## src/rtl/single_wire_humidity_sensor_reader_defines.svh

```systemverilog
// -----------------------------------------------------------------------------
// single wire humidity sensor reader assertion macros
// shared concurrent check forms used by the reader's rtl
// -----------------------------------------------------------------------------
`ifndef SINGLE_WIRE_HUMIDITY_SENSOR_READER_DEFINES_SVH
`define SINGLE_WIRE_HUMIDITY_SENSOR_READER_DEFINES_SVH

// same-cycle implication, off while in reset
`define SWHSR_ASSERT_IMP(lbl, clk, rst_n, ante, cons) \
    lbl: assert property (@(posedge clk) disable iff (!rst_n) (ante) |-> (cons)) \
        else $error("same-cycle check failed");

// next-cycle implication, off while in reset
`define SWHSR_ASSERT_NEXT(lbl, clk, rst_n, ante, cons) \
    lbl: assert property (@(posedge clk) disable iff (!rst_n) (ante) |=> (cons)) \
        else $error("next-cycle check failed");

`endif

```

## src/rtl/swhsr_pkg.sv

```systemverilog
// -----------------------------------------------------------------------------
// swhsr_pkg
// types and constants shared by the single wire humidity sensor reader
// -----------------------------------------------------------------------------
package swhsr_pkg;

    localparam int START_W   = 16;
    localparam int CFG8_W    = 8;
    localparam int ELAPSED_W = 16;
    localparam int BITCNT_W  = 6;
    localparam int FRAME_W   = 40;
    localparam int BYTE_W    = 8;
    localparam int CFG_IDX_W = 2;
    localparam int CFG_DAT_W = 16;

    // number of data bits in one sensor frame
    localparam logic [BITCNT_W-1:0] FRAME_BITS = 6'd40;

    // status codes
    localparam logic [1:0] STATUS_OK       = 2'd0;
    localparam logic [1:0] STATUS_TIMEOUT  = 2'd1;
    localparam logic [1:0] STATUS_CHECKSUM = 2'd2;

    // configuration register indexes
    typedef enum logic [CFG_IDX_W-1:0] {
        CFG_START_LOW     = 2'd0,
        CFG_RELEASE_HIGH  = 2'd1,
        CFG_TIMEOUT       = 2'd2,
        CFG_BIT_THRESHOLD = 2'd3
    } t_cfg_index;

    // read sequencer phases
    typedef enum logic [2:0] {
        PH_IDLE,
        PH_START_LOW,
        PH_RELEASE,
        PH_WAIT_RESP,
        PH_RESP_LOW,
        PH_RESP_HIGH,
        PH_BIT_LOW,
        PH_BIT_HIGH
    } t_phase;

    typedef struct packed {
        logic command;
        logic pin_level;
    } t_in_item;

    typedef struct packed {
        logic              drive_enable;
        logic              drive_level;
        logic              busy_res;
        logic              done_res;
        logic [1:0]        status;
        logic              valid_res;
        logic [BYTE_W-1:0] humidity;
        logic [BYTE_W-1:0] temperature;
    } t_out_item;

    typedef struct packed {
        logic [START_W-1:0] start_low_us;
        logic [CFG8_W-1:0]  release_high_us;
        logic [CFG8_W-1:0]  timeout_us;
        logic [CFG8_W-1:0]  bit_threshold_us;
    } t_cfg;

endpackage

```

## src/rtl/swhsr_core.sv

```systemverilog
// -----------------------------------------------------------------------------
// swhsr_core
// read sequencer: holds the read state and works out one beat's result
// -----------------------------------------------------------------------------
`include "single_wire_humidity_sensor_reader_defines.svh"

module swhsr_core (
    input  logic                 i_clk,
    input  logic                 i_rst_n,
    input  logic                 i_step,
    input  swhsr_pkg::t_in_item  i_item,
    input  swhsr_pkg::t_cfg      i_cfg,
    output swhsr_pkg::t_out_item o_result
);
    import swhsr_pkg::*;

    t_phase               r_phase, n_phase;
    logic [ELAPSED_W-1:0] r_elapsed, n_elapsed;
    logic [BITCNT_W-1:0]  r_bits, n_bits;
    logic [FRAME_W-1:0]   r_frame, n_frame;
    logic [BYTE_W-1:0]    r_hum, n_hum;
    logic [BYTE_W-1:0]    r_temp, n_temp;
    logic                 r_valid, n_valid;

    logic                 done;
    logic                 fail;
    logic [1:0]           status;
    logic                 bit_one;
    logic                 held_timeout;
    logic [ELAPSED_W-1:0] elapsed_inc;
    logic [BITCNT_W-1:0]  bits_inc;
    logic [FRAME_W-1:0]   shifted;
    logic [BYTE_W-1:0]    sum;
    logic                 held;

    // state registers
    always_ff @(posedge i_clk) begin
        if (!i_rst_n) begin
            r_phase   <= PH_IDLE;
            r_elapsed <= '0;
            r_bits    <= '0;
            r_frame   <= '0;
            r_hum     <= '0;
            r_temp    <= '0;
            r_valid   <= 1'b0;
        end else if (i_step) begin
            r_phase   <= n_phase;
            r_elapsed <= n_elapsed;
            r_bits    <= n_bits;
            r_frame   <= n_frame;
            r_hum     <= n_hum;
            r_temp    <= n_temp;
            r_valid   <= n_valid;
        end
    end

    // next state and result for the beat in hand
    always_comb begin
        n_phase   = r_phase;
        n_elapsed = r_elapsed;
        n_bits    = r_bits;
        n_frame   = r_frame;
        n_hum     = r_hum;
        n_temp    = r_temp;
        n_valid   = r_valid;
        done      = 1'b0;
        fail      = 1'b0;
        status    = STATUS_OK;
        held      = 1'b0;

        bit_one      = r_elapsed > ELAPSED_W'(i_cfg.bit_threshold_us);
        held_timeout = r_elapsed > ELAPSED_W'(i_cfg.timeout_us);
        elapsed_inc  = r_elapsed + ELAPSED_W'(1);
        bits_inc     = r_bits + BITCNT_W'(1);
        shifted      = {r_frame[FRAME_W-2:0], bit_one};
        sum          = shifted[39:32] + shifted[31:24] + shifted[23:16] + shifted[15:8];

        if (i_item.command) begin
            // start only from idle, otherwise the command is ignored
            if (r_phase == PH_IDLE) begin
                n_phase   = PH_START_LOW;
                n_elapsed = '0;
                n_bits    = '0;
                n_frame   = '0;
            end
        end else begin
            case (r_phase)
                PH_START_LOW, PH_RELEASE: begin
                    n_elapsed = elapsed_inc;
                end
                PH_WAIT_RESP, PH_RESP_HIGH: begin
                    if (i_item.pin_level) begin
                        held = 1'b1;
                    end else begin
                        n_phase   = (r_phase == PH_WAIT_RESP) ? PH_RESP_LOW : PH_BIT_LOW;
                        n_elapsed = ELAPSED_W'(1);
                    end
                end
                PH_RESP_LOW, PH_BIT_LOW: begin
                    if (!i_item.pin_level) begin
                        held = 1'b1;
                    end else begin
                        n_phase   = (r_phase == PH_RESP_LOW) ? PH_RESP_HIGH : PH_BIT_HIGH;
                        n_elapsed = ELAPSED_W'(1);
                    end
                end
                PH_BIT_HIGH: begin
                    if (i_item.pin_level) begin
                        held = 1'b1;
                    end else begin
                        n_frame = shifted;
                        n_bits  = bits_inc;
                        if (bits_inc >= FRAME_BITS) begin
                            // last bit in: check the frame sum
                            done      = 1'b1;
                            n_phase   = PH_IDLE;
                            n_elapsed = '0;
                            if (sum != shifted[7:0]) begin
                                n_valid = 1'b0;
                                status  = STATUS_CHECKSUM;
                            end else begin
                                n_hum   = shifted[39:32];
                                n_temp  = shifted[23:16];
                                n_valid = 1'b1;
                            end
                        end else begin
                            n_phase   = PH_BIT_LOW;
                            n_elapsed = ELAPSED_W'(1);
                        end
                    end
                end
                PH_IDLE: begin
                    n_phase = PH_IDLE;
                end
                default: begin
                    n_phase = PH_IDLE;
                end
            endcase

            // awaited level still present
            if (held) begin
                if (held_timeout) begin
                    fail = 1'b1;
                end else begin
                    n_elapsed = elapsed_inc;
                end
            end

            if (fail) begin
                n_phase   = PH_IDLE;
                n_elapsed = '0;
                n_valid   = 1'b0;
                done      = 1'b1;
                status    = STATUS_TIMEOUT;
            end
        end

        // drive phases end at once when their length is reached
        if (n_phase == PH_START_LOW && n_elapsed >= i_cfg.start_low_us) begin
            n_phase   = PH_RELEASE;
            n_elapsed = '0;
        end
        if (n_phase == PH_RELEASE && n_elapsed >= ELAPSED_W'(i_cfg.release_high_us)) begin
            n_phase   = PH_WAIT_RESP;
            n_elapsed = '0;
        end

        o_result.drive_enable = (n_phase == PH_START_LOW) || (n_phase == PH_RELEASE);
        o_result.drive_level  = (n_phase == PH_RELEASE);
        o_result.busy_res     = (n_phase != PH_IDLE);
        o_result.done_res     = done;
        o_result.status       = done ? status : STATUS_OK;
        o_result.valid_res    = n_valid;
        o_result.humidity     = n_hum;
        o_result.temperature  = n_temp;
    end

    // checks
    `SWHSR_ASSERT_IMP(a_drive_busy, i_clk, i_rst_n, o_result.drive_enable, o_result.busy_res)
    `SWHSR_ASSERT_IMP(a_done_idle, i_clk, i_rst_n, o_result.done_res, !o_result.busy_res)
    `SWHSR_ASSERT_IMP(a_ok_valid, i_clk, i_rst_n, o_result.done_res && o_result.status == STATUS_OK, o_result.valid_res)

endmodule

```

## src/rtl/single_wire_humidity_sensor_reader.sv

```systemverilog
// -----------------------------------------------------------------------------
// single_wire_humidity_sensor_reader
// Reads a single-wire humidity and temperature sensor. Each input beat is a
// one microsecond tick with the sampled line level, or a start command, and
// gives exactly one result beat. The block takes one beat per clock cycle
// while the input is not stalled; a beat passes an input register and the
// sequencer update into the result register, and leaves the input register
// only when the result register is empty or not stalled. The configuration
// registers are always ready and are to be written only while no read is running.
// -----------------------------------------------------------------------------
`include "single_wire_humidity_sensor_reader_defines.svh"

module single_wire_humidity_sensor_reader (
    input  logic                                   i_clk,
    input  logic                                   i_rst_n,
    input  logic                                   i_in_valid,
    output logic                                   o_in_stall,
    input  swhsr_pkg::t_in_item                    i_in_data,
    output logic                                   o_out_valid,
    input  logic                                   i_out_stall,
    output swhsr_pkg::t_out_item                   o_out_data,
    input  logic                                   i_cfg_valid,
    output logic                                   o_cfg_ready,
    input  logic [swhsr_pkg::CFG_IDX_W-1:0]        i_cfg_index,
    input  logic [swhsr_pkg::CFG_DAT_W-1:0]        i_cfg_data
);
    import swhsr_pkg::*;

    logic      r_in_valid;
    t_in_item  r_in_item;
    logic      r_out_valid;
    t_out_item r_out_item;
    t_cfg      r_cfg;
    t_out_item result;
    logic      advance;
    logic      take;

    // handshake control
    assign advance     = r_in_valid && (!r_out_valid || !i_out_stall);
    assign o_in_stall  = r_in_valid && !advance;
    assign take        = i_in_valid && !o_in_stall;
    assign o_cfg_ready = 1'b1;
    assign o_out_valid = r_out_valid;
    assign o_out_data  = r_out_item;

    // configuration registers
    always_ff @(posedge i_clk) begin
        if (!i_rst_n) begin
            r_cfg.start_low_us     <= 16'd18000;
            r_cfg.release_high_us  <= 8'd40;
            r_cfg.timeout_us       <= 8'd80;
            r_cfg.bit_threshold_us <= 8'd40;
        end else if (i_cfg_valid) begin
            case (i_cfg_index)
                CFG_START_LOW:     r_cfg.start_low_us     <= i_cfg_data;
                CFG_RELEASE_HIGH:  r_cfg.release_high_us  <= i_cfg_data[CFG8_W-1:0];
                CFG_TIMEOUT:       r_cfg.timeout_us       <= i_cfg_data[CFG8_W-1:0];
                CFG_BIT_THRESHOLD: r_cfg.bit_threshold_us <= i_cfg_data[CFG8_W-1:0];
                default: begin
                end
            endcase
        end
    end

    // input register
    always_ff @(posedge i_clk) begin
        if (!i_rst_n) begin
            r_in_valid <= 1'b0;
        end else if (take) begin
            r_in_valid <= 1'b1;
        end else if (advance) begin
            r_in_valid <= 1'b0;
        end
    end

    always_ff @(posedge i_clk) begin
        if (take) begin
            r_in_item <= i_in_data;
        end
    end

    // result register
    always_ff @(posedge i_clk) begin
        if (!i_rst_n) begin
            r_out_valid <= 1'b0;
        end else if (advance) begin
            r_out_valid <= 1'b1;
        end else if (!i_out_stall) begin
            r_out_valid <= 1'b0;
        end
    end

    always_ff @(posedge i_clk) begin
        if (advance) begin
            r_out_item <= result;
        end
    end

    // read sequencer
    swhsr_core u_core (
        .i_clk    (i_clk),
        .i_rst_n  (i_rst_n),
        .i_step   (advance),
        .i_item   (r_in_item),
        .i_cfg    (r_cfg),
        .o_result (result)
    );

    // checks
    `SWHSR_ASSERT_NEXT(a_result_loaded, i_clk, i_rst_n, advance, r_out_valid)
    `SWHSR_ASSERT_NEXT(a_beat_kept, i_clk, i_rst_n, r_in_valid && !advance, r_in_valid)
    `SWHSR_ASSERT_IMP(a_stall_cause, i_clk, i_rst_n, o_in_stall, r_out_valid && i_out_stall)

endmodule
```

## config.mk

```make
export PLATFORM = sky130hd
export DESIGN_NAME = single_wire_humidity_sensor_reader
export DESIGN_NICKNAME = d
export VERILOG_FILES = /design/src/rtl/swhsr_pkg.sv /design/src/rtl/swhsr_core.sv /design/src/rtl/single_wire_humidity_sensor_reader.sv
export VERILOG_INCLUDE_DIRS = /design/src /design/src/rtl
export SDC_FILE = /design/constraint.sdc
export NUM_CORES = 1
export LEC_CHECK = 0
export BUFFER_PORTS_ARGS = -buffer_cell sky130_fd_sc_hd__buf_2
export CORE_UTILIZATION = 58
export DETAILED_ROUTE_END_ITERATION = 16
export GPL_TIMING_DRIVEN = 0
export PLACE_DENSITY = 0.79
export RECOVER_POWER = 25
export SETUP_SLACK_MARGIN = 0.3
export SYNTH_ARGS = -nofsm -noshare
export SYNTH_HDL_FRONTEND = slang
export SYNTH_HIERARCHICAL = 1
export SYNTH_SLANG_ARGS = --single-unit
```

## constraint.sdc

```tcl
create_clock -name i_clk -period 5.9 [get_ports i_clk]
set_input_delay 0.59 -clock i_clk [delete_from_list [all_inputs] [get_ports i_clk]]
set_output_delay 0.59 -clock i_clk [all_outputs]
set_load 0.05 [all_outputs]
```

==> results.yml, run 1 <==
outcome:
  status: "complete, but fails checks"
  violations: "max-capacitance violations, max-slew violations"
power:
  powerDensity_nw_per_um2: 230.4
  ir_drop_v: 0.0001890
  p_leak_uw: 0.004241
  p_total_uw: 2368
yosys:
  synthesis.area_sq_um: 8708
  syn_area_per_cell_sq_um: 9.128
  async_flop_share_pct: 0
  synth_top_area_share_pct: 28.28
  synthFlopType: "dfxtp_1"
  yosys_warnings: 6
  syn_nets: 1043
  synth.distinct_cells: 79
  synth_cells: 954
  synth.area.top_cells: "dfxtp_1 (28%), edfxtp_1 (8.6%), ha_1 (7.2%)"
  yosysSeqAreaShare_pct: 36.90
  synth_edf_count: 25
  yosysTopAreaCell: "dfxtp_1"
  ys_seq_elements: 148
timing:
  setup_viol: 0
  final_hold_viol_count: 0
  worst_pin_slew_ns: 1.602
  rsz0062_at_grt: "no"
  timing.slew.headroom_pct: -7.770
  postLayoutSetupSlackWorst_ns: 0.2927
  clock-skew-final_ns: 0.006251
  max_freq_mhz: 178.3
  period_share_pct: 95.04
  min_period_ns: 5.607
  drv_slew: 8
  fin_setup_tns_ns: 0
cts:
  cts_tree: "done"
  clk_pin_slew_worst_paths_ns: 0.06
  insertion_delay_ns: 0.42
  cts_root_buf: "clkbuf_16"
  cts_made_buffers: 17
  clock_sinks: 148
  cts.path.max_buffers: 2
  htreeDepth: 4
layout:
  area_growth_pct: 18.03
  fin_area_sq_um: 10280
  insertedDiodeCount: 0
  nNetsFinal: 1131
  layout-drive-gt1-share_pct: 19.72
placed_design:
  post_dp_cell_area_sq_um: 9193
  dp_hpwl_um: 15130
  dp_slack_ns: -0.9064
  io_buffers: 47
  gp_congestion: 0.8934
routing:
  first_pass_iters: 7
  wl_per_cell_um: 17.86
  drt_first_iter_violations: 582
  avgViaCountPerCell: 5.974
  vias: 7402
  ant_nets: 0
  drc: 0
  routed_wl_um: 22120
floorplanning:
  core_area_sq_um: 14590
  ios: 51
  die_x_um: 124.5
  die_area_sq_um: 15510
  fp-row-count: 44
  die_h_um: 124.5
  start_util_pct: 59.69
critical_path:
  crit_fanout: 9
  end_kind: "register"
  r2r_end: "u_core/r_elapsed[5]"
  reg2reg_from: "u_core/r_elapsed[7]"
  cp_data_arrival_time_ns: 5.94
  r2r_setup_slack_ns: 0.29
  critical_path_class: "register to register"
  critPathRequiredTime_ns: 6.23
  reg2reg_depth: 27
  cp-start-kind: "register"
min_path:
  hold_end: "r_in_item[1]"
  worstHoldPathCells: 1
  min-delay-start: "i_in_data[1]"
  hold_class: "input pin to register"
grt:
  overflow: 0
  antenna_found_initial: 0
  grt_pass1_wl_um: 34130
  grt_pass1_vias: 6826
  grt_use_total_pct: 27.62
  grt_max_degree: 19
run:
  max_cap_violations: 1
[cell families (layout without fill, tap and decap cells)]
logic type,Yosys count,after routing,synth area share (%)
DFF,148,148,36.90
AOI/OAI and AO/OA,191,191,14.66
buffers and inverters,125,226,6.164
adders and majority gates,64,64,10.40
and+or+nand+nor,334,334,21.06
xor gates and xnor gates,21,21,2.112
other,1,1,0.04306
muxes,70,70,8.664
[sequential cells by signal, indices dropped and copies added, names as in the netlist]
register          flops
u_core/r_bits         6
u_core/r_elapsed     16
r_in_valid            1
u_core/r_frame       39
u_core/r_phase        3
r_in_item             2
o_out_valid           1
o_out_data           23
u_core/r_hum          8
r_cfg                40
u_core/r_temp         8
u_core/r_valid        1
[stage by stage]
stage | hold WS, ns | util, % | std cells
2_1_floorplan | 0.4313 | - | 954
3_3_place_gp | 0.4383 | 62.88 | 1185
3_5_place_dp | 0.4469 | 63.01 | 1186
4_1_cts | 0.3314 | 67.91 | 1224
5_1_grt | 0.3381 | 70.45 | 1239
6_report | 0.3427 | 70.45 | 1239
[Yosys cell counts, types with 7 or more instances]
| cell | n |
|---|---|
| and3_1 | 8 |
| mux2_2 | 7 |
| nand2_1 | 117 |
| buf_2 | 11 |
| nand4_1 | 10 |
| fa_1 | 14 |
| ha_1 | 50 |
| nand2b_1 | 7 |
| nor2_1 | 31 |
| dfxtp_1 | 123 |
| o211ai_1 | 8 |
| o21ai_0 | 25 |
| mux2i_1 | 54 |
| o21ai_1 | 9 |
| o21a_1 | 8 |
| nand3_1 | 14 |
| edfxtp_1 | 25 |
| a21boi_0 | 9 |
| a21o_1 | 13 |
| a21oi_1 | 63 |
| clkbuf_1 | 37 |
| inv_1 | 64 |
| nor2b_1 | 62 |
| nor3_1 | 7 |
| nor3b_1 | 42 |
| mux2_4 | 9 |
| xnor2_1 | 15 |
[critical path, cell delays in order (launching register included)]
cell and delay [ns]:
dfxtp_4 0.39, ha_4 0.29, a41oi_1 0.18, o21ai_1 0.27
nand2_1 0.17, a31oi_4 0.27, buf_6 0.16, o21bai_1 0.08
a21oi_2 0.25, inv_1 0.08, ha_1 0.31, o21a_1 0.21
o2111ai_2 0.21, o21ai_2 0.12, o2bb2ai_4 0.15, buf_8 0.18
buf_4 0.14, buf_4 0.13, nor2_2 0.08, ha_1 0.27
a211oi_2 0.21, o21ai_1 0.12, a21oi_2 0.25, o2111ai_2 0.16
nor4_4 0.22, buf_4 0.18, a31oi_4 0.19, o21ai_1 0.23
[layout by cell type (no fill, tap or decap), types with 15 or more instances in the layout]
cell type,synthesis,layout
xnor2_1,15,15
mux2i_1,54,54
nor3b_1,42,42
o21ai_0,25,17
ha_1,50,44
buf_2,11,57
edfxtp_1,25,25
nor2b_1,62,62
nor2_1,31,29
clkbuf_16,0,17
inv_1,64,63
buf_4,6,25
clkbuf_1,37,35
a21oi_1,63,57
dfxtp_1,123,112
nand2_1,117,115
[worst max-delay path by stage]
stage                               startpoint  cells past startpoint                  end  slack [ns]
after floorplan            u_core/r_elapsed[7]                     25    u_core/r_phase[0]        0.48
after global placement     u_core/r_elapsed[7]                     26    u_core/r_phase[0]       -0.86
after detailed placement   u_core/r_elapsed[7]                     26    u_core/r_phase[0]       -0.91
after CTS                  u_core/r_elapsed[6]                     26  u_core/r_elapsed[6]        0.33
after global routing      u_core/r_elapsed[10]                     28  u_core/r_elapsed[5]        0.19
final                      u_core/r_elapsed[7]                     27  u_core/r_elapsed[5]        0.29
[power breakdown]
part / total [uW] / internal, uW / switching (uW)
Clock: 1080 / 645 / 432
Combinational: 234 / 78.2 / 156
Sequential: 1060 / 1050 / 11.5
Total: 2370 / 1770 / 599
[routing by layer]
metal	vias to the layer above	routed length, um	global-route usage (%)
met5	-	0	0
met4	0	553	11.13
met3	45	1530	4.897
met2	271	10150	42.12
met1	3579	9893	38.65
li1	3507	-	-
[what timing repair did]
item / 4_1_cts / 5_1_grt
cloned: 0 / 1
setup endpoints to repair: 12 / 12
pin swaps: 3 / 32
gates resized for setup: 29 / 58
hold buffers: 0 / 0
buffers inserted: 6 / 14
[layout make-up]
class,count,area (sq um)
Multi-Input combinational cell,681,5253
Fill cell,1066,4310
Sequential cell,148,3237
Clock buffer,20,456.7
Timing Repair Buffer,69,414.1
Buffer,61,319.1
Inverter,64,240.2
Tap cell,184,230.2
Clock inverter,12,128.9
(Power assumes the default switching activity.)
==> run 2, diff against run 1 <==
Clock period 5.9 ns to 6.5 ns, I/O delays scaled along.
==> results.yml, run 2 (synthesis results as in run 1) <==
outcome:
  status: "complete, but fails checks"
  violations: "max-capacitance violations, max-slew violations"
timing:
  hold_ws_ns: 0.4036
  period_share_pct: 92.24
  final_hold_viol_count: 0
  worst_pin_slew_ns: 1.516
  fin_setup_tns_ns: 0
  clock-skew-final_ns: 0.006619
  timing.slew.headroom_pct: -1.978
  min_period_ns: 5.995
  postLayoutSetupSlackWorst_ns: 0.5046
  rsz0062_at_grt: "no"
  max_freq_mhz: 166.8
  drv_slew: 9
  setup_viol: 0
run:
  max_cap_violations: 1
layout:
  area_growth_pct: 13.07
  largest_reg_flops: 40
  layout-drive-gt1-share_pct: 14.52
  fillCellCount: 1138
  nNetsFinal: 1116
  layout_commonest_cell: "dfxtp_1"
  regMostFlops: "r_cfg"
  final_cell_mix: "dfxtp_1 (120), nand2_1 (117), inv_1 (64)"
  insertedDiodeCount: 0
  fin_area_sq_um: 9847
critical_path:
  critPathRequiredTime_ns: 6.84
  reg2reg_from: "u_core/r_elapsed[5]"
  reg2reg_depth: 26
  r2r_setup_slack_ns: 0.50
  cp-start-kind: "register"
  crit_fanout: 10
  cp_top_family: "compound AO/OA/AOI/OAI gates"
  critical_path_class: "register to register"
  critPathSlowestCell: "dfxtp_1"
  crit_buf_inv: 4
  crit_top_cell: "ha_1"
  cp_data_arrival_time_ns: 6.34
  end_kind: "register"
  max_stage_delay_ns: 0.48
  r2r_end: "u_core/r_elapsed[6]"
cts:
  holdBufCountCts: 0
  htreeDepth: 4
  clock_sinks: 148
  insertion_delay_ns: 0.42
  cts.path.max_buffers: 2
  cts_made_buffers: 17
  cts_tree: "done"
  cts_root_buf: "clkbuf_16"
  clk_pin_slew_worst_paths_ns: 0.06
power:
  powerDensity_nw_per_um2: 216.5
  ir_drop_v: 0.0001710
  p_leak_uw: 0.004078
  p_total_uw: 2132
min_path:
  hold_class: "input pin to register"
  hold_end: "r_in_item[1]"
  min-delay-start: "i_in_data[1]"
  worstHoldPathCells: 1
grt:
  grt_pass1_wl_um: 33970
  grt_use_total_pct: 27.51
  grt_max_degree: 19
  antenna_found_initial: 0
  grt_pass1_vias: 6782
  grt-busiest-layer: "met2"
  overflow: 0
  grtUsageMet3_pct: 4.897
  globalRouteMet1Util_pct: 38.62
  use_met2_pct: 41.89
routing:
  avgViaCountPerCell: 5.835
  wl_per_cell_um: 16.94
  routed_wl_um: 20730
  vias: 7142
  first_pass_iters: 5
  ant_nets: 0
  drc: 0
  drt_first_iter_violations: 521
floorplanning:
  die_h_um: 124.5
  ios: 51
  die_x_um: 124.5
  fp-row-count: 44
  core_area_sq_um: 14590
  start_util_pct: 59.69
  die_area_sq_um: 15510
placed_design:
  io_buffers: 47
  post_dp_cell_area_sq_um: 9193
  gp_congestion: 0.8934
  dp_slack_ns: -0.3064
  dp_hpwl_um: 15130
[run 2: cell count changes in the layout (fill, tap and decap cells not counted), moves of 3 or more]
cell,previous run,this run
ha_1,44,50
buf_4,25,13
ha_4,6,0
a211oi_1,1,4
o2111ai_1,1,4
a21oi_2,5,2
o21ai_0,17,22
buf_6,5,2
o21ai_2,4,1
a21oi_1,57,62
dfxtp_1,112,120
o2111ai_2,3,0
dfxtp_4,4,0
dfxtp_2,7,3
[run 2: worst reg2reg max path, stage by stage (launching register included)]
cell       delay [ns]
dfxtp_1          0.48
ha_1             0.31
nand4_1          0.20
nor2_1           0.07
a211o_1          0.28
a31oi_4          0.22
clkbuf_2         0.27
o21bai_1         0.11
a21oi_1          0.34
inv_1            0.09
ha_1             0.29
o21a_1           0.20
o2111ai_1        0.19
o21ai_1          0.14
o2bb2ai_2        0.19
buf_4            0.23
or2_2            0.29
ha_1             0.26
nand2b_1         0.13
a211oi_1         0.26
o21ai_0          0.19
a21oi_2          0.27
o2111ai_1        0.21
nor4_4           0.17
buf_4            0.18
a31oi_4          0.16
o21ai_1          0.20
[run 2: area by class of cell]
type,instances,area (sq um),share of cell area [%]
multi-input combinational,681,4987,50.65
sequential,148,3217,32.67
clock buffer,20,456.7,4.638
buffer,61,305.3,3.100
timing repair buffer,54,281.5,2.859
inverter,64,240.2,2.440
tap,184,230.2,2.338
clock inverter,12,128.9,1.309
[run 2: what timing repair did]
item | 4_1_cts | 5_1_grt
gates cloned | 0 | 0
resized for setup | 6 | 16
pin swaps | 2 | 2
buffers inserted | 2 | 4
endpoints found under the setup margin | 12 | 12
[run 2: worst max-delay path by stage]
stage / startpoint / end / slack, ns / cells past startpoint
6_report: u_core/r_elapsed[5] / u_core/r_elapsed[6] / 0.50 / 26
5_1_grt: u_core/r_elapsed[6] / u_core/r_elapsed[4] / 0.30 / 26
4_1_cts: u_core/r_elapsed[7] / u_core/r_elapsed[6] / 0.35 / 26
3_5_place_dp: u_core/r_elapsed[7] / u_core/r_phase[0] / -0.31 / 26
3_3_place_gp: u_core/r_elapsed[7] / u_core/r_phase[0] / -0.26 / 26
2_1_floorplan: u_core/r_elapsed[7] / u_core/r_phase[0] / 1.08 / 25
[run 2: routing by layer]
layer	up-vias	wire length (um)
met2	259	9297
li1	3478	-
met1	3360	9576
met5	-	0
met4	0	439
met3	45	1418
[run 2: where the power goes]
part           internal, uW  switching, uW  total (uW)  leakage, uW
Sequential              951           10.1         961      0.00122
Combinational          63.1            133         196      0.00257
Clock                   585            390         975     0.000284
Total                  1600            533        2130      0.00408
[run 2: stage by stage]
stage                     utilization (%)  std cells
final                               67.50       1224
after global routing                67.50       1224
after CTS                           67.25       1220
after detailed placement            63.01       1186
after global placement              62.88       1185
after floorplan                         -        954
